==> src/sv/assert_macros.svh <==
// Assertion macros shared by the RTL of the telemetry frame parser.
// Each macro expects signals named clk and rst in the scope where it is used.
`ifndef ASSERT_MACROS_SVH
`define ASSERT_MACROS_SVH

// Check an implication on every clock edge outside reset.
`define EFP_ASSERT(lbl, prop) \
  lbl: assert property (@(posedge clk) disable iff (rst) prop) \
    else $error("efp assertion failed");

// Check that a condition holds in the cycle after a trigger.
`define EFP_ASSERT_NEXT(lbl, trig, cond) \
  lbl: assert property (@(posedge clk) disable iff (rst) (trig) |=> (cond)) \
    else $error("efp assertion failed");

`endif

==> src/sv/efp_pkg.sv <==
// Package for the telemetry frame parser: constants, codes, frame and result types.
// No dependencies; every other file of the block but the assertion macros uses it by scoped names.
`timescale 1ns / 1ps

package efp_pkg;

  // Frame layout
  localparam int FRAME_LEN = 22;
  localparam int SUM_LEN   = 18;
  localparam int POS_W     = $clog2(FRAME_LEN);
  localparam logic [POS_W-1:0] POS_LAST = POS_W'(FRAME_LEN - 1);
  localparam logic [POS_W-1:0] POS_SUM  = POS_W'(SUM_LEN);
  localparam logic [7:0] STOP_BYTE = 8'hFF;

  // Result status codes
  localparam logic [1:0] STATUS_GOOD = 2'd0;
  localparam logic [1:0] STATUS_STOP = 2'd1;
  localparam logic [1:0] STATUS_CSUM = 2'd2;

  // Configuration register indexes and reset values
  localparam int CFG_IDX_W  = 1;
  localparam int CFG_DATA_W = 16;
  localparam logic [CFG_IDX_W-1:0] CFG_BATT_MIN = 1'd0;
  localparam logic [CFG_IDX_W-1:0] CFG_POLES    = 1'd1;
  localparam logic [15:0] BATT_MIN_RESET = 16'd6000;
  localparam logic [7:0]  POLES_RESET    = 8'd62;

  // Scaling constants
  localparam logic [16:0] VOLT_CAL   = 17'd100;
  localparam logic [15:0] NTC_LIMIT  = 16'd4096;
  localparam logic [12:0] NTC_FULL   = 13'd4096;
  // Divide a 16-bit raw value by 100: multiply by ceil(2^23 / 100), keep bits from 23 up
  localparam logic [16:0] PCT_RECIP  = 17'd83887;
  localparam int          PCT_SHIFT  = 23;

  // Shared multiplier and divider widths
  localparam int MUL_W     = 33;
  localparam int PROD_W    = 2 * MUL_W;
  localparam int DIV_W     = 50;
  localparam int DEN_W     = 36;
  localparam int DIV_CNT_W = $clog2(DIV_W + 1);

  // Temperature fixed point
  localparam int LOGY_W = 31;
  localparam int LOG_W  = 20;
  localparam int LQ_W   = 22;
  localparam logic signed [MUL_W-1:0] LN2_Q16  = 33'sd45426;
  localparam logic signed [MUL_W-1:0] NTC_BETA = 33'sd29815;
  localparam logic signed [PROD_W-1:0] DEN_BIAS = 66'sd22642688000;
  localparam logic signed [PROD_W-1:0] LQ_ROUND = 66'sd65535;
  localparam logic [DIV_W-1:0] TK_NUM   = DIV_W'(64'd10301082500 << 16);
  localparam logic [DIV_W-1:0] TK_ZERO  = DIV_W'(27315);
  localparam logic [DIV_W-1:0] TK_MAX   = DIV_W'(47315);

  typedef struct packed {
    logic [FRAME_LEN-1:0][7:0] bytes;
    logic [7:0]                sum_lo;
    logic [7:0]                sum_hi;
  } frame_t;

  typedef struct packed {
    logic [1:0]         frame_status;
    logic [16:0]        voltage_centivolts;
    logic               voltage_usable;
    logic [14:0]        temperature_centidegrees;
    logic [18:0]        current_centiamps;
    logic [35:0]        power_product;
    logic signed [31:0] mechanical_rpm;
    logic [9:0]         throttle_percent;
    logic [9:0]         motor_duty_percent;
    logic [7:0]         esc_status_flags;
  } result_t;

  // Index of the highest set bit of a 12-bit value
  function automatic logic [3:0] msb12(input logic [11:0] n);
    logic [3:0] m;
    m = '0;
    for (int i = 0; i < 12; i++) begin
      if (n[i]) m = 4'(i);
    end
    return m;
  endfunction

endpackage

==> src/sv/efp_if.sv <==
// Handshake channels of the telemetry frame parser: byte input, result output, config write.
// Depends on efp_pkg for widths.
`timescale 1ns / 1ps

interface efp_in_if;
  logic       valid;
  logic       ready;
  logic [7:0] data_byte;
  logic       frame_start;
  modport source(output valid, data_byte, frame_start, input ready);
  modport sink(input valid, data_byte, frame_start, output ready);
endinterface

interface efp_out_if;
  logic               valid;
  logic               ready;
  logic [1:0]         frame_status;
  logic [16:0]        voltage_centivolts;
  logic               voltage_usable;
  logic [14:0]        temperature_centidegrees;
  logic [18:0]        current_centiamps;
  logic [35:0]        power_product;
  logic signed [31:0] mechanical_rpm;
  logic [9:0]         throttle_percent;
  logic [9:0]         motor_duty_percent;
  logic [7:0]         esc_status_flags;
  modport source(output valid, frame_status, voltage_centivolts, voltage_usable,
                 temperature_centidegrees, current_centiamps, power_product,
                 mechanical_rpm, throttle_percent, motor_duty_percent,
                 esc_status_flags, input ready);
  modport sink(input valid, frame_status, voltage_centivolts, voltage_usable,
               temperature_centidegrees, current_centiamps, power_product,
               mechanical_rpm, throttle_percent, motor_duty_percent,
               esc_status_flags, output ready);
endinterface

interface efp_cfg_if;
  logic                             valid;
  logic                             ready;
  logic [efp_pkg::CFG_IDX_W-1:0]    index;
  logic [efp_pkg::CFG_DATA_W-1:0]   data;
  modport source(output valid, index, data, input ready);
  modport sink(input valid, index, data, output ready);
endinterface

==> src/sv/efp_frame.sv <==
// Byte capture for the telemetry frame parser: position, Fletcher-16 sums, frame store.
// Depends on efp_pkg.
`timescale 1ns / 1ps

module efp_frame (
  input  logic            clk,
  input  logic            rst,
  input  logic            accept,
  input  logic [7:0]      data_byte,
  input  logic            frame_start,
  output efp_pkg::frame_t frame,
  output logic            last
);

  logic [efp_pkg::POS_W-1:0]                 byte_position;
  logic [7:0]                                sum_lo;
  logic [7:0]                                sum_hi;
  logic [efp_pkg::FRAME_LEN-1:0][7:0]        store;
  logic [efp_pkg::POS_W-1:0]                 pos;
  logic [7:0]                                lo_base;
  logic [7:0]                                hi_base;
  logic [8:0]                                lo_sum;
  logic [8:0]                                hi_sum;
  logic [7:0]                                sum_lo_next;
  logic [7:0]                                sum_hi_next;

  // Position and running sums for the byte on the input
  always_comb begin
    pos         = frame_start ? '0 : byte_position;
    lo_base     = (pos == '0) ? 8'd0 : sum_lo;
    hi_base     = (pos == '0) ? 8'd0 : sum_hi;
    lo_sum      = {1'b0, lo_base} + {1'b0, data_byte};
    sum_lo_next = (lo_sum >= 9'd255) ? 8'(lo_sum - 9'd255) : lo_sum[7:0];
    hi_sum      = {1'b0, hi_base} + {1'b0, sum_lo_next};
    sum_hi_next = (hi_sum >= 9'd255) ? 8'(hi_sum - 9'd255) : hi_sum[7:0];
    last        = accept && (pos == efp_pkg::POS_LAST);
  end

  // Advance the position on each accepted byte, and the sums only below the checksum position
  always_ff @(posedge clk) begin
    if (rst) begin
      byte_position <= '0;
      sum_lo        <= '0;
      sum_hi        <= '0;
    end else if (accept) begin
      byte_position <= (pos == efp_pkg::POS_LAST) ? '0 : pos + 1'b1;
      if (pos < efp_pkg::POS_SUM) begin
        sum_lo <= sum_lo_next;
        sum_hi <= sum_hi_next;
      end else begin
        sum_lo <= lo_base;
        sum_hi <= hi_base;
      end
    end
  end

  // Store the byte at its position
  always_ff @(posedge clk) begin
    if (accept) begin
      store[pos] <= data_byte;
    end
  end

  assign frame.bytes  = store;
  assign frame.sum_lo = sum_lo;
  assign frame.sum_hi = sum_hi;

endmodule

==> src/sv/efp_mul.sv <==
// Shared signed multiplier with a registered product for the frame-end arithmetic.
// Depends on efp_pkg.
`timescale 1ns / 1ps

module efp_mul (
  input  logic                                clk,
  input  logic signed [efp_pkg::MUL_W-1:0]    a,
  input  logic signed [efp_pkg::MUL_W-1:0]    b,
  output logic signed [efp_pkg::PROD_W-1:0]   p
);

  // Register the product
  always_ff @(posedge clk) begin
    p <= a * b;
  end

endmodule

==> src/sv/efp_div.sv <==
// Shared restoring divider, one quotient bit per cycle, for the frame-end arithmetic.
// Depends on efp_pkg.
`timescale 1ns / 1ps

module efp_div (
  input  logic                          clk,
  input  logic                          rst,
  input  logic                          start,
  input  logic [efp_pkg::DIV_W-1:0]     dividend,
  input  logic [efp_pkg::DEN_W-1:0]     divisor,
  output logic                          busy,
  output logic [efp_pkg::DIV_W-1:0]     quotient,
  output logic [efp_pkg::DEN_W-1:0]     remainder
);

  logic [efp_pkg::DIV_CNT_W-1:0] cnt;
  logic [efp_pkg::DEN_W-1:0]     rem;
  logic [efp_pkg::DIV_W-1:0]     dq;
  logic [efp_pkg::DEN_W-1:0]     dsr;
  logic [efp_pkg::DEN_W:0]       trial;
  logic                          fits;

  // Shift in the next dividend bit and compare
  always_comb begin
    trial = {rem, dq[efp_pkg::DIV_W-1]};
    fits  = trial >= {1'b0, dsr};
  end

  // Iterate one bit per cycle
  always_ff @(posedge clk) begin
    if (rst) begin
      busy <= 1'b0;
      cnt  <= '0;
    end else if (start) begin
      busy <= 1'b1;
      cnt  <= efp_pkg::DIV_CNT_W'(efp_pkg::DIV_W);
    end else if (busy) begin
      cnt <= cnt - 1'b1;
      if (cnt == efp_pkg::DIV_CNT_W'(1)) busy <= 1'b0;
    end
  end

  always_ff @(posedge clk) begin
    if (start) begin
      rem <= '0;
      dq  <= dividend;
      dsr <= divisor;
    end else if (busy) begin
      rem <= fits ? efp_pkg::DEN_W'(trial - {1'b0, dsr}) : trial[efp_pkg::DEN_W-1:0];
      dq  <= {dq[efp_pkg::DIV_W-2:0], fits};
    end
  end

  assign quotient  = dq;
  assign remainder = rem;

endmodule

==> src/sv/esc_telemetry_frame_parser_unit.sv <==
// Telemetry frame parser: 22-byte frames, Fletcher-16 check, scaled telemetry result.
// Bytes that are not the last of a frame are taken back to back.
// The last byte starts the frame-end sequence: 32 squarings on the shared multiplier and two
// divisions on the shared divider for a good frame with a valid temperature, one division with
// no valid temperature, none for an error frame; no byte is taken meanwhile.
// Reset (synchronous) clears position, sums, sequencer and output valid; config gets defaults.
`timescale 1ns / 1ps
`include "assert_macros.svh"

module esc_telemetry_frame_parser_unit (
  input  logic       clk,
  input  logic       rst,
  efp_in_if.sink     byte_in,
  efp_out_if.source  result_out,
  efp_cfg_if.sink    cfg_wr
);

  typedef enum logic [4:0] {
    S_IDLE, S_CHECK, S_PWR, S_LINIT, S_SQ, S_SQW, S_LQ, S_LQW, S_DEN, S_DENW,
    S_TDIV, S_TWAIT, S_RDIV, S_RWAIT, S_THDIV, S_THWAIT, S_DUDIV, S_DUWAIT, S_EMIT
  } state_t;

  state_t                                   state;
  logic [15:0]                              batt_min;
  logic [7:0]                               poles;
  efp_pkg::result_t                         work;
  efp_pkg::result_t                         outr;
  logic                                     out_valid;
  logic                                     log_sel;
  logic [efp_pkg::LOGY_W-1:0]               lg_y;
  logic [15:0]                              lg_frac;
  logic [3:0]                               lg_msb;
  logic [3:0]                               lg_bit;
  logic [efp_pkg::LOG_W-1:0]                log_a;
  logic signed [efp_pkg::LQ_W-1:0]          lq;
  logic [efp_pkg::DEN_W-1:0]                den;

  logic                                     byte_acc;
  efp_pkg::frame_t                          frame;
  logic                                     frame_last;

  logic signed [efp_pkg::MUL_W-1:0]         mul_a;
  logic signed [efp_pkg::MUL_W-1:0]         mul_b;
  logic signed [efp_pkg::PROD_W-1:0]        mul_p;
  logic                                     div_start;
  logic [efp_pkg::DIV_W-1:0]                div_dividend;
  logic [efp_pkg::DEN_W-1:0]                div_divisor;
  logic                                     div_busy;
  logic [efp_pkg::DIV_W-1:0]                div_quo;
  logic [efp_pkg::DEN_W-1:0]                div_rem;

  logic [15:0]                              v_raw;
  logic [15:0]                              t_raw;
  logic [15:0]                              thr_raw;
  logic [15:0]                              duty_raw;
  logic [31:0]                              erpm;
  logic [16:0]                              volts;
  logic [18:0]                              amps;
  logic                                     stop_ok;
  logic                                     chk_ok;
  logic                                     temp_ok;
  logic [11:0]                              lg_n;
  logic [3:0]                               msb_n;
  logic [31:0]                              sq;
  logic [15:0]                              lg_frac_next;
  logic signed [20:0]                       log_diff;
  logic signed [efp_pkg::PROD_W-1:0]        lq_full;
  logic signed [efp_pkg::PROD_W-1:0]        den_full;
  logic                                     den_ok;
  logic                                     t_valid;
  logic [31:0]                              rpm_mag;
  logic [7:0]                               pole_eff;

  assign byte_acc       = byte_in.valid && byte_in.ready;
  assign byte_in.ready  = (state == S_IDLE);
  assign cfg_wr.ready   = 1'b1;

  efp_frame u_frame (
    .clk         (clk),
    .rst         (rst),
    .accept      (byte_acc),
    .data_byte   (byte_in.data_byte),
    .frame_start (byte_in.frame_start),
    .frame       (frame),
    .last        (frame_last)
  );

  efp_mul u_mul (
    .clk (clk),
    .a   (mul_a),
    .b   (mul_b),
    .p   (mul_p)
  );

  efp_div u_div (
    .clk       (clk),
    .rst       (rst),
    .start     (div_start),
    .dividend  (div_dividend),
    .divisor   (div_divisor),
    .busy      (div_busy),
    .quotient  (div_quo),
    .remainder (div_rem)
  );

  // Decode the stored frame
  always_comb begin
    v_raw    = {frame.bytes[1], frame.bytes[0]};
    t_raw    = {frame.bytes[3], frame.bytes[2]};
    thr_raw  = {frame.bytes[13], frame.bytes[12]};
    duty_raw = {frame.bytes[15], frame.bytes[14]};
    erpm     = {frame.bytes[11], frame.bytes[10], frame.bytes[9], frame.bytes[8]};
    volts    = {1'b0, v_raw} + ((v_raw > batt_min) ? efp_pkg::VOLT_CAL : 17'd0);
    amps     = {v_raw[15:0] & 16'h0, 3'b0} | {frame.bytes[5], frame.bytes[4], 3'b0};
    stop_ok  = (frame.bytes[20] == efp_pkg::STOP_BYTE) &&
               (frame.bytes[21] == efp_pkg::STOP_BYTE);
    chk_ok   = ({frame.sum_hi, frame.sum_lo} == {frame.bytes[19], frame.bytes[18]});
    temp_ok  = (t_raw != 16'd0) && (t_raw < efp_pkg::NTC_LIMIT);
    rpm_mag  = erpm[31] ? (~erpm + 32'd1) : erpm;
    pole_eff = (poles == 8'd0) ? 8'd1 : poles;
  end

  // Log2 and temperature intermediates
  always_comb begin
    lg_n         = log_sel ? 12'(efp_pkg::NTC_FULL - {1'b0, t_raw[11:0]}) : t_raw[11:0];
    msb_n        = efp_pkg::msb12(lg_n);
    sq           = mul_p[61:30];
    lg_frac_next = lg_frac | (sq[31] ? (16'd1 << lg_bit) : 16'd0);
    log_diff     = $signed({1'b0, log_a}) - $signed({1'b0, lg_msb, lg_frac});
    lq_full      = mul_p[efp_pkg::PROD_W-1] ? ((mul_p + efp_pkg::LQ_ROUND) >>> 16)
                                            : (mul_p >>> 16);
    den_full     = mul_p + efp_pkg::DEN_BIAS;
    den_ok       = !den_full[efp_pkg::PROD_W-1] && (den_full != '0);
    t_valid      = (div_quo >= efp_pkg::TK_ZERO) && (div_quo < efp_pkg::TK_MAX ||
                   (div_quo == efp_pkg::TK_MAX && div_rem == '0));
  end

  // Select multiplier operands
  always_comb begin
    mul_a = '0;
    mul_b = '0;
    case (state)
      S_CHECK: begin
        mul_a = $signed({14'b0, amps});
        mul_b = $signed({16'b0, volts});
      end
      S_SQ: begin
        mul_a = $signed({2'b0, lg_y});
        mul_b = $signed({2'b0, lg_y});
      end
      S_LQ: begin
        mul_a = efp_pkg::MUL_W'(log_diff);
        mul_b = efp_pkg::LN2_Q16;
      end
      S_DEN: begin
        mul_a = efp_pkg::MUL_W'(lq);
        mul_b = efp_pkg::NTC_BETA;
      end
      S_THDIV: begin
        mul_a = $signed({17'b0, thr_raw});
        mul_b = $signed({16'b0, efp_pkg::PCT_RECIP});
      end
      S_DUDIV: begin
        mul_a = $signed({17'b0, duty_raw});
        mul_b = $signed({16'b0, efp_pkg::PCT_RECIP});
      end
      default: ;
    endcase
  end

  // Select divider operands
  always_comb begin
    div_start    = 1'b0;
    div_dividend = '0;
    div_divisor  = '0;
    case (state)
      S_TDIV: begin
        div_start    = 1'b1;
        div_dividend = efp_pkg::TK_NUM;
        div_divisor  = den;
      end
      S_RDIV: begin
        div_start    = 1'b1;
        div_dividend = efp_pkg::DIV_W'(rpm_mag);
        div_divisor  = efp_pkg::DEN_W'(pole_eff);
      end
      default: ;
    endcase
  end

  // Write configuration registers
  always_ff @(posedge clk) begin
    if (rst) begin
      batt_min <= efp_pkg::BATT_MIN_RESET;
      poles    <= efp_pkg::POLES_RESET;
    end else if (cfg_wr.valid) begin
      unique case (cfg_wr.index)
        efp_pkg::CFG_BATT_MIN: batt_min <= cfg_wr.data;
        efp_pkg::CFG_POLES:    poles    <= cfg_wr.data[7:0];
        default: ;
      endcase
    end
  end

  // Frame-end sequencer and output register
  always_ff @(posedge clk) begin
    if (rst) begin
      state     <= S_IDLE;
      out_valid <= 1'b0;
    end else begin
      if (out_valid && result_out.ready && state != S_EMIT) out_valid <= 1'b0;
      unique case (state)
        S_IDLE: begin
          if (byte_acc && frame_last) state <= S_CHECK;
        end
        S_CHECK: begin
          if (!stop_ok) begin
            work  <= '{frame_status: efp_pkg::STATUS_STOP, default: '0};
            state <= S_EMIT;
          end else if (!chk_ok) begin
            work  <= '{frame_status: efp_pkg::STATUS_CSUM, default: '0};
            state <= S_EMIT;
          end else begin
            work  <= '{frame_status:       efp_pkg::STATUS_GOOD,
                       voltage_centivolts: volts,
                       voltage_usable:     volts > efp_pkg::VOLT_CAL,
                       current_centiamps:  amps,
                       esc_status_flags:   frame.bytes[16],
                       default:            '0};
            state <= S_PWR;
          end
        end
        S_PWR: begin
          work.power_product <= mul_p[35:0];
          log_sel            <= 1'b0;
          state              <= temp_ok ? S_LINIT : S_RDIV;
        end
        S_LINIT: begin
          lg_msb  <= msb_n;
          lg_y    <= efp_pkg::LOGY_W'(lg_n) << (5'd30 - {1'b0, msb_n});
          lg_frac <= '0;
          lg_bit  <= 4'd15;
          state   <= S_SQ;
        end
        S_SQ: state <= S_SQW;
        S_SQW: begin
          lg_y    <= sq[31] ? sq[31:1] : sq[30:0];
          lg_frac <= lg_frac_next;
          if (lg_bit == 4'd0) begin
            if (!log_sel) begin
              log_a   <= {lg_msb, lg_frac_next};
              log_sel <= 1'b1;
              state   <= S_LINIT;
            end else begin
              state <= S_LQ;
            end
          end else begin
            lg_bit <= lg_bit - 4'd1;
            state  <= S_SQ;
          end
        end
        S_LQ: state <= S_LQW;
        S_LQW: begin
          lq    <= lq_full[efp_pkg::LQ_W-1:0];
          state <= S_DEN;
        end
        S_DEN: state <= S_DENW;
        S_DENW: begin
          den   <= den_full[efp_pkg::DEN_W-1:0];
          state <= den_ok ? S_TDIV : S_RDIV;
        end
        S_TDIV: state <= S_TWAIT;
        S_TWAIT: begin
          if (!div_busy) begin
            if (t_valid) begin
              work.temperature_centidegrees <= 15'(div_quo - efp_pkg::TK_ZERO);
            end
            state <= S_RDIV;
          end
        end
        S_RDIV: state <= S_RWAIT;
        S_RWAIT: begin
          if (!div_busy) begin
            work.mechanical_rpm <= erpm[31] ? -$signed(div_quo[31:0])
                                            : $signed(div_quo[31:0]);
            state <= S_THDIV;
          end
        end
        S_THDIV: state <= S_THWAIT;
        // Take the reciprocal product as the quotient by 100
        S_THWAIT: begin
          work.throttle_percent <= mul_p[efp_pkg::PCT_SHIFT +: 10];
          state                 <= S_DUDIV;
        end
        S_DUDIV: state <= S_DUWAIT;
        S_DUWAIT: begin
          work.motor_duty_percent <= mul_p[efp_pkg::PCT_SHIFT +: 10];
          state                   <= S_EMIT;
        end
        S_EMIT: begin
          if (!out_valid || result_out.ready) begin
            outr      <= work;
            out_valid <= 1'b1;
            state     <= S_IDLE;
          end
        end
        default: state <= S_IDLE;
      endcase
    end
  end

  // Drive the result channel
  assign result_out.valid                    = out_valid;
  assign result_out.frame_status             = outr.frame_status;
  assign result_out.voltage_centivolts       = outr.voltage_centivolts;
  assign result_out.voltage_usable           = outr.voltage_usable;
  assign result_out.temperature_centidegrees = outr.temperature_centidegrees;
  assign result_out.current_centiamps        = outr.current_centiamps;
  assign result_out.power_product            = outr.power_product;
  assign result_out.mechanical_rpm           = outr.mechanical_rpm;
  assign result_out.throttle_percent         = outr.throttle_percent;
  assign result_out.motor_duty_percent       = outr.motor_duty_percent;
  assign result_out.esc_status_flags         = outr.esc_status_flags;

  // Error results carry no telemetry
  `EFP_ASSERT(a_err_zero, (out_valid && outr.frame_status != efp_pkg::STATUS_GOOD) |-> (outr.power_product == '0 && outr.mechanical_rpm == '0))
  // Bytes are never taken while the divider runs
  `EFP_ASSERT(a_ready_idle, byte_in.ready |-> !div_busy)
  // The last byte of a frame closes the input
  `EFP_ASSERT_NEXT(a_last_hold, byte_acc && frame_last, !byte_in.ready)

endmodule
==> src/flat_wrapper.sv <==
// flat-port wrapper written by rule: the top's interface ports become plain ports
module esc_telemetry_frame_parser_unit_flat 
  (clk, rst, byte_in_valid, byte_in_data_byte, byte_in_frame_start, byte_in_ready, result_out_valid, result_out_frame_status, result_out_voltage_centivolts, result_out_voltage_usable, result_out_temperature_centidegrees, result_out_current_centiamps, result_out_power_product, result_out_mechanical_rpm, result_out_throttle_percent, result_out_motor_duty_percent, result_out_esc_status_flags, result_out_ready, cfg_wr_valid, cfg_wr_index, cfg_wr_data, cfg_wr_ready);
  efp_in_if byte_in_i ();
  efp_out_if result_out_i ();
  efp_cfg_if cfg_wr_i ();
  input  logic clk;
  input  logic rst;
  input wire logic [$bits(byte_in_i.valid)-1:0] byte_in_valid;
  input wire logic [$bits(byte_in_i.data_byte)-1:0] byte_in_data_byte;
  input wire logic [$bits(byte_in_i.frame_start)-1:0] byte_in_frame_start;
  output wire logic [$bits(byte_in_i.ready)-1:0] byte_in_ready;
  output wire logic [$bits(result_out_i.valid)-1:0] result_out_valid;
  output wire logic [$bits(result_out_i.frame_status)-1:0] result_out_frame_status;
  output wire logic [$bits(result_out_i.voltage_centivolts)-1:0] result_out_voltage_centivolts;
  output wire logic [$bits(result_out_i.voltage_usable)-1:0] result_out_voltage_usable;
  output wire logic [$bits(result_out_i.temperature_centidegrees)-1:0] result_out_temperature_centidegrees;
  output wire logic [$bits(result_out_i.current_centiamps)-1:0] result_out_current_centiamps;
  output wire logic [$bits(result_out_i.power_product)-1:0] result_out_power_product;
  output wire logic [$bits(result_out_i.mechanical_rpm)-1:0] result_out_mechanical_rpm;
  output wire logic [$bits(result_out_i.throttle_percent)-1:0] result_out_throttle_percent;
  output wire logic [$bits(result_out_i.motor_duty_percent)-1:0] result_out_motor_duty_percent;
  output wire logic [$bits(result_out_i.esc_status_flags)-1:0] result_out_esc_status_flags;
  input wire logic [$bits(result_out_i.ready)-1:0] result_out_ready;
  input wire logic [$bits(cfg_wr_i.valid)-1:0] cfg_wr_valid;
  input wire logic [$bits(cfg_wr_i.index)-1:0] cfg_wr_index;
  input wire logic [$bits(cfg_wr_i.data)-1:0] cfg_wr_data;
  output wire logic [$bits(cfg_wr_i.ready)-1:0] cfg_wr_ready;
  assign byte_in_i.valid = byte_in_valid;
  assign byte_in_i.data_byte = byte_in_data_byte;
  assign byte_in_i.frame_start = byte_in_frame_start;
  assign byte_in_ready = byte_in_i.ready;
  assign result_out_valid = result_out_i.valid;
  assign result_out_frame_status = result_out_i.frame_status;
  assign result_out_voltage_centivolts = result_out_i.voltage_centivolts;
  assign result_out_voltage_usable = result_out_i.voltage_usable;
  assign result_out_temperature_centidegrees = result_out_i.temperature_centidegrees;
  assign result_out_current_centiamps = result_out_i.current_centiamps;
  assign result_out_power_product = result_out_i.power_product;
  assign result_out_mechanical_rpm = result_out_i.mechanical_rpm;
  assign result_out_throttle_percent = result_out_i.throttle_percent;
  assign result_out_motor_duty_percent = result_out_i.motor_duty_percent;
  assign result_out_esc_status_flags = result_out_i.esc_status_flags;
  assign result_out_i.ready = result_out_ready;
  assign cfg_wr_i.valid = cfg_wr_valid;
  assign cfg_wr_i.index = cfg_wr_index;
  assign cfg_wr_i.data = cfg_wr_data;
  assign cfg_wr_ready = cfg_wr_i.ready;
  esc_telemetry_frame_parser_unit u_core (.clk(clk), .rst(rst), .byte_in(byte_in_i), .result_out(result_out_i), .cfg_wr(cfg_wr_i));
endmodule
==> config.mk <==
export PLATFORM = sky130hd
export DESIGN_NAME = esc_telemetry_frame_parser_unit_flat
export DESIGN_NICKNAME = d
export VERILOG_FILES = /design/src/sv/efp_pkg.sv /design/src/sv/efp_if.sv /design/src/sv/efp_frame.sv /design/src/sv/efp_mul.sv /design/src/sv/efp_div.sv /design/src/sv/esc_telemetry_frame_parser_unit.sv /design/src/flat_wrapper.sv
export VERILOG_INCLUDE_DIRS = /design/src /design/src/sv
export SDC_FILE = /design/constraint.sdc
export NUM_CORES = 2
export LEC_CHECK = 0
export BUFFER_PORTS_ARGS = -buffer_cell sky130_fd_sc_hd__buf_4
export CORE_ASPECT_RATIO = 0.6
export CORE_MARGIN = 10
export CORE_UTILIZATION = 35
export DETAILED_ROUTE_END_ITERATION = 12
export PLACE_DENSITY = 0.47
export SYNTH_ARGS = -nofsm -noshare
export SYNTH_HDL_FRONTEND = slang
export SYNTH_SLANG_ARGS = --single-unit
==> constraint.sdc <==
create_clock -name clk -period 36.8 [get_ports clk]
set_input_delay 3.68 -clock clk [delete_from_list [all_inputs] [get_ports clk]]
set_output_delay 3.68 -clock clk [all_outputs]
set_load 0.01 [all_outputs]
After elaboration in Yosys (flattened, before gate mapping)
Index checks and enable logic that the tools add are counted.
{ "totals": {"n_memories": 0, "wordCells": 257, "out_inout_bits": 153, "mem_bits_ro": 0, "ramBits": 0, "reg_bits": 855, "latchBits": 0, "in_bits": 31} }
{ "op_classes": {"muxes": 73, "n_reduce_logical": 51, "shifts": 2, "n_eq_ne": 32, "add_sub_neg": 17, "bitwise_logic": 5, "magnitude_cmp": 11, "n_div": 0, "mul": 1} }
{ "ops": {"columns": ["cell", "n"], "rows": [
  ["one-hot mux 33 bit (6 select lines)", 1],
  ["bitwise mux 176 bit", 1],
  ["one-hot mux 31 bit (5 select lines)", 1],
  ["2-to-1 mux 150 bit", 1],
  ["one-hot mux 36 bit (2 select lines)", 2],
  ["2-to-1 mux 130 bit", 1],
  ["2-to-1 mux 50 bit", 2],
  ["one-hot mux 50 bit (2 select lines)", 1],
  ["2-to-1 mux 32 bit", 3],
  ["one-hot mux 5 bit (19 select lines)", 1],
  ["adder 65 x 36 -> 66 bit, second input constant", 1],
  ["nonzero test 66 bit", 1],
  ["multiplier 33 x 32 -> 65 bit", 1],
  ["2-to-1 mux 8 bit", 8],
  ["one-hot mux 32 bit (2 select lines)", 1],
  ["one-hot mux 31 bit (2 select lines)", 1],
  ["equality test 50 x 16 -> 1 bit, second input constant", 1],
  ["greater-or-equal comparator 50 x 15 -> 1 bit, second input constant", 1],
  ["< comparator 50 x 16 -> 1 bit, second input constant", 1],
  ["demux 8 bit (select 5 bit)", 1],
  ["equality test 5 x 4 -> 1 bit, second input constant", 8],
  ["2-to-1 mux 5 bit", 8],
  ["one-hot mux 10 bit (2 select lines)", 2],
  ["adder 38 x 17 -> 38 bit, second input constant", 1],
  ["other kinds (65)", 142]
]} }

Longest topological paths before layout
{ "depth": {"word_depth": 16, "ltp_mapped": 51, "depth_no_buf": 49} }

Modules after synthesis
A second synthesis with hierarchy kept.
{ "unflattened": {"hier_cells": 7786, "area_unflattened_um2": 79716.5} }
{ "by_module_without_submodules": {"columns": ["mod", "n_inst", "seq_area_each_um2", "cells_each", "area_each_um2"], "rows": [
  ["efp_mul", 1, 1321.3, 4345, 40461.3],
  ["esc_telemetry_frame_parser_unit", 1, 13452.9, 2219, 24181.9],
  ["efp_frame", 1, 5705.5, 508, 7744.9],
  ["efp_div", 1, 3443.3, 714, 7328.3]
]} }

Least setup slack after synthesis
Ideal clock, no wire load.
{ "synth_path": {"path_type": "input to register", "startpoint": "input rst", "endpoint": "register u_core.outr (netlist bit u_core.result_out.current_centiamps[10]) (enable)", "required_ps": 35936, "n_path_buf": 1, "setup_ps": 864, "arrival_ps": 14579, "path_slack_ps": 21357, "cell_stages": 2, "path_cell_list": "clkbuf_1 -> nor3b_1"} }
{ "synth_between": {"elab_chain_cells": 2} }
{ "synth_rtl": {"columns": ["element", "line", "source"], "rows": [
  ["start, declared", "flat_wrapper.sv:8", "input logic rst;"],
  ["inverter 1 bit (no source line)", null, null],
  ["AND reduction 3 bit (no source line)", null, null],
  ["end signal, assigned", "esc_telemetry_frame_parser_unit.sv:302", "outr <= work;"],
  ["end, declared", "esc_telemetry_frame_parser_unit.sv:27", "efp_pkg::result_t outr;"]
]} }
No other way between the ends.
A chain may end at the register's enable or synchronous reset.

Final worst setup path
{ "layout_path": {"startpoint": "register u_core.log_a[0] (netlist bit)", "endpoint": "register u_core.u_mul.p[51] (netlist bit)"} }
{ "layout_between": {"elab_chain_cells": 3} }
{ "layout_rtl": {"columns": ["element", "line", "source"], "rows": [
  ["start, declared", "esc_telemetry_frame_parser_unit.sv:34", "logic [efp_pkg::LOG_W-1:0] log_a;"],
  ["start signal, assigned", "esc_telemetry_frame_parser_unit.sv:251", "log_a <= {lg_msb, lg_frac_next};"],
  ["subtractor 20 x 20 -> 21 bit", "esc_telemetry_frame_parser_unit.sv:129", "log_diff = $signed({1'b0, log_a}) - $signed({1'b0, lg_msb, lg_frac});"],
  ["one-hot mux 33 bit (6 select lines)", "esc_telemetry_frame_parser_unit.sv:142", "case (state)"],
  ["multiplier 33 x 32 -> 65 bit", "efp_mul.sv:14", "p <= a * b;"],
  ["end signal, assigned", "efp_mul.sv:14", null],
  ["end, declared", "efp_mul.sv:9", "output logic signed [efp_pkg::PROD_W-1:0] p"]
]} }
No other way between the ends.

==> impl_metrics.tcl <==
set metrics [dict create \
    status "complete, no violations" \
    cts_resized 0 \
    grt_pass1_wl_mm 393 \
    min-delay-path-class "reg2reg" \
    tns_ps 0 \
    rr_worst_depth 38 \
    timing.rr.end "u_core.u_mul.p[51]" \
    r2r_setup_slack_ps 23150 \
    drc_errors 0 \
    drtIter0Drc 6420 \
    async_reset_ff_frac 0 \
    placed_cell_area_mm2 0.0795 \
    dieArea_mm2 0.231 \
    clock-sinks 825 \
    finalNetCount 8925 \
    place_congestion 0.990 \
    stdcell_area_mm2 0.0821 \
    ys_warn_count 0 \
    synth_xor_area_frac 0.0340 \
    num_vias 55002 \
    critical_path_buf_inv_count 8 \
    die_x_um 614 \
    row_count 130 \
    synth-edff-count 666 \
    synthSimpleGateAreaFrac 0.133 \
    drive_above_1_share 0.0750 \
    synth.area.mux_share 0.0122 \
    startpoint "u_core.log_a[0]" \
    hold_violations 0 \
    fmax_mhz 73.3 \
    port_buffers 179 \
    slew_headroom 0.148 \
    grtUsageMet1 0.370 \
    overflow 0 \
    fp.dieH_um 377 \
    dp.cells 10289 \
    end_kind "register" \
    period_share 0.371 \
    arrival_ps 14250 \
    antenna_found_initial 19 \
    postCtsSetupBuffers 0 \
    antenna_left 0 \
    final_cell_mix "inv_1, fa_1, nand2_1" \
    min_to "u_core.result_out.power_product[5]" \
    grtUsageTotal 0.229 \
    dr.pass1.iters 6 \
    synth.avg_cell_area_um2 10.0 \
    drv_cap 0 \
    n_fill_cell 21083 \
    io_pins 184 \
    crit_fanout 11 \
    clock_skew_ps 34.6 \
    use_met3 0.0814 \
    cts_hold_buffers 0 \
    clock_latency_ps 680 \
    crit_top_cell "fa_1" \
    grt_use_met2 0.291 \
    drv_slew 0 \
    cp_top_family "compound AO/OA/AOI/OAI gates" \
    routedWlPerCell_um 25.8 \
    slowest_stage "o21ai_0" \
    root_buffer "clkbuf_16" \
    regToRegStartpoint "u_core.log_a[0]" \
    final_util 0.391 \
    worst_pin_slew_ps 1270 \
    max_stage_delay_ps 1070 \
    synthAdderAreaFrac 0.337 \
    cts_inserted_buffers 79 \
    synth_compound_area_frac 0.0832 \
    synth_area_mm2 0.0742 \
    yosysSeqAreaShare 0.312 \
    setup_violations 0 \
    cts.path.max_buffers 3 \
    grt_pass1_vias 54332 \
    start_util 0.353 \
    netlist_instances 7422 \
    syn_to_final_growth_pct 10.6 \
    ys_ff_latch 825 \
    detail_route.vias_per_cell 5.27 \
    tritoncts "built" \
    clkTransAtPathRegs_ps 70 \
    post-route-min-period_ps 13650 \
    cp.required_ps 37400 \
    dp_hpwl_mm 211 \
    cts_max_level 3 \
    synth_top_family_by_area "adder cells" \
    worstHoldStart "u_core.work[65]" \
    coreArea_mm2 0.210 \
    fin_cells 10444 \
    grt_setup_unrepaired "no" \
    hold_depth 0 \
    final_common_cell "inv_1" \
    critical_path_class "reg2reg" \
    synth_ff_type "edfxtp_1" \
    worst_setup_path_start_kind "register" \
    grt-busiest-layer "met1" \
    yosys.cell_types.count 90 \
    drt_wl_total_mm 270 \
    grt_max_degree 74 \
]
[layer usage]
layer  part of all wire  routed length (um)
met3               0.12               33500
met4              0.014                3760
met2               0.37               99600
met1               0.49              133000
met5            0.00010                  27
[registers in the layout (all words and copies together), names as in the netlist, 15 cells and up]
name                                        flops
u_core.work                                   147
u_core.batt_min                                16
u_core.lg_y                                    31
u_core.log_a                                   20
u_core.result_out.temperature_centidegrees     15
u_core.u_div.quotient                          50
u_core.result_out.power_product                36
u_core.lq                                      22
u_core.result_out.current_centiamps            16
u_core.result_out.voltage_centivolts           17
u_core.result_out.mechanical_rpm               32
u_core.den                                     36
u_core.u_div.remainder                         36
u_core.u_mul.p                                 65
u_core.lg_frac                                 16
u_core.u_frame.frame                          152
u_core.u_div.dsr                               36
[through the flow]
step | worst slack (ps) | hold slack [ps]
finish | 23150 | 408
global route | 22640 | 423
CTS | 23790 | 415
global placement | 23830 | 403
floorplan | 21360 | 400
detailed placement | 23820 | 405
[worst max-delay path by stage]
stage | to | slack [ps] | cells past startpoint
after CTS | u_core.u_mul.p[51] | 23790 | 42
after global placement | u_core.u_mul.p[51] | 23830 | 38
after global routing | u_core.u_mul.p[51] | 22640 | 42
final | u_core.u_mul.p[51] | 23150 | 38
after detailed placement | u_core.u_mul.p[51] | 23820 | 42
after floorplan | u_core.result_out.current_centiamps[10] | 21360 | 2
[logic make-up (layout without fill, tap and decap cells)]
family / count (synthesis) / in the layout
other: 2 / 51
AOI/OAI and AO/OA: 940 / 940
and+or+nand+nor: 2182 / 2182
xor gates and xnor gates: 286 / 286
adders and majority gates: 1362 / 1362
DFF: 825 / 825
buffers and inverters: 1736 / 1871
muxes: 89 / 89
[Yosys cell counts, drive strengths merged (13+ instances only)]
| cell type | n | area, um2 |
|---|---|---|
| a211o | 19 | 166 |
| a211oi | 43 | 333 |
| a21boi | 13 | 97.6 |
| a21o | 71 | 533 |
| a21oi | 233 | 1170 |
| a221o | 22 | 220 |
| a221oi | 27 | 236 |
| a22oi | 18 | 135 |
| a31oi | 27 | 169 |
| and2 | 139 | 870 |
| and3 | 96 | 601 |
| buf | 32 | 146 |
| clkbuf | 311 | 1170 |
| dfxtp | 159 | 3180 |
| edfxtp | 666 | 20000 |
| fa | 1060 | 21200 |
| ha | 302 | 3780 |
| inv | 1388 | 5210 |
| mux2i | 77 | 771 |
| nand2 | 756 | 2840 |
| nand2b | 44 | 275 |
| nand3 | 97 | 485 |
| nand3b | 16 | 120 |
| nand4 | 48 | 300 |
| nor2 | 726 | 2730 |
| nor2b | 45 | 282 |
| nor3 | 66 | 335 |
| nor4 | 37 | 231 |
| o211ai | 38 | 285 |
| o21a | 31 | 233 |
| o21ai | 228 | 1140 |
| o21bai | 16 | 120 |
| o22ai | 17 | 106 |
| o31ai | 32 | 240 |
| or2 | 25 | 156 |
| or3 | 33 | 206 |
| or4 | 14 | 109 |
| xnor2 | 158 | 1400 |
| xor2 | 128 | 1120 |
[final cells by class]
| class | instances | area [um2] | share of cell area |
|---|---|---|---|
| Antenna cell | 9 | 22.5 | 0.000274 |
| Clock buffer | 99 | 2110 | 0.0257 |
| Clock inverter | 47 | 483 | 0.00588 |
| Inverter | 1393 | 5230 | 0.0637 |
| Multi-Input combinational cell | 4901 | 45000 | 0.548 |
| Sequential cell | 825 | 23200 | 0.282 |
| Tap cell | 2838 | 3550 | 0.0432 |
| Timing Repair Buffer | 332 | 2490 | 0.0304 |
[worst register-to-register path: cells and delay by family, from the launching register on]
family / cells / cell delay (ps)
AOI/OAI and AO/OA: 14 / 6240
xor gates and xnor gates: 1 / 160
adders and majority gates: 11 / 4950
buffers and inverters: 8 / 780
DFF: 1 / 380
and+or+nand+nor: 4 / 1080
Power is not shown: default switching activity piles up to over one toggle a cycle in this logic, so the estimate is an artifact.
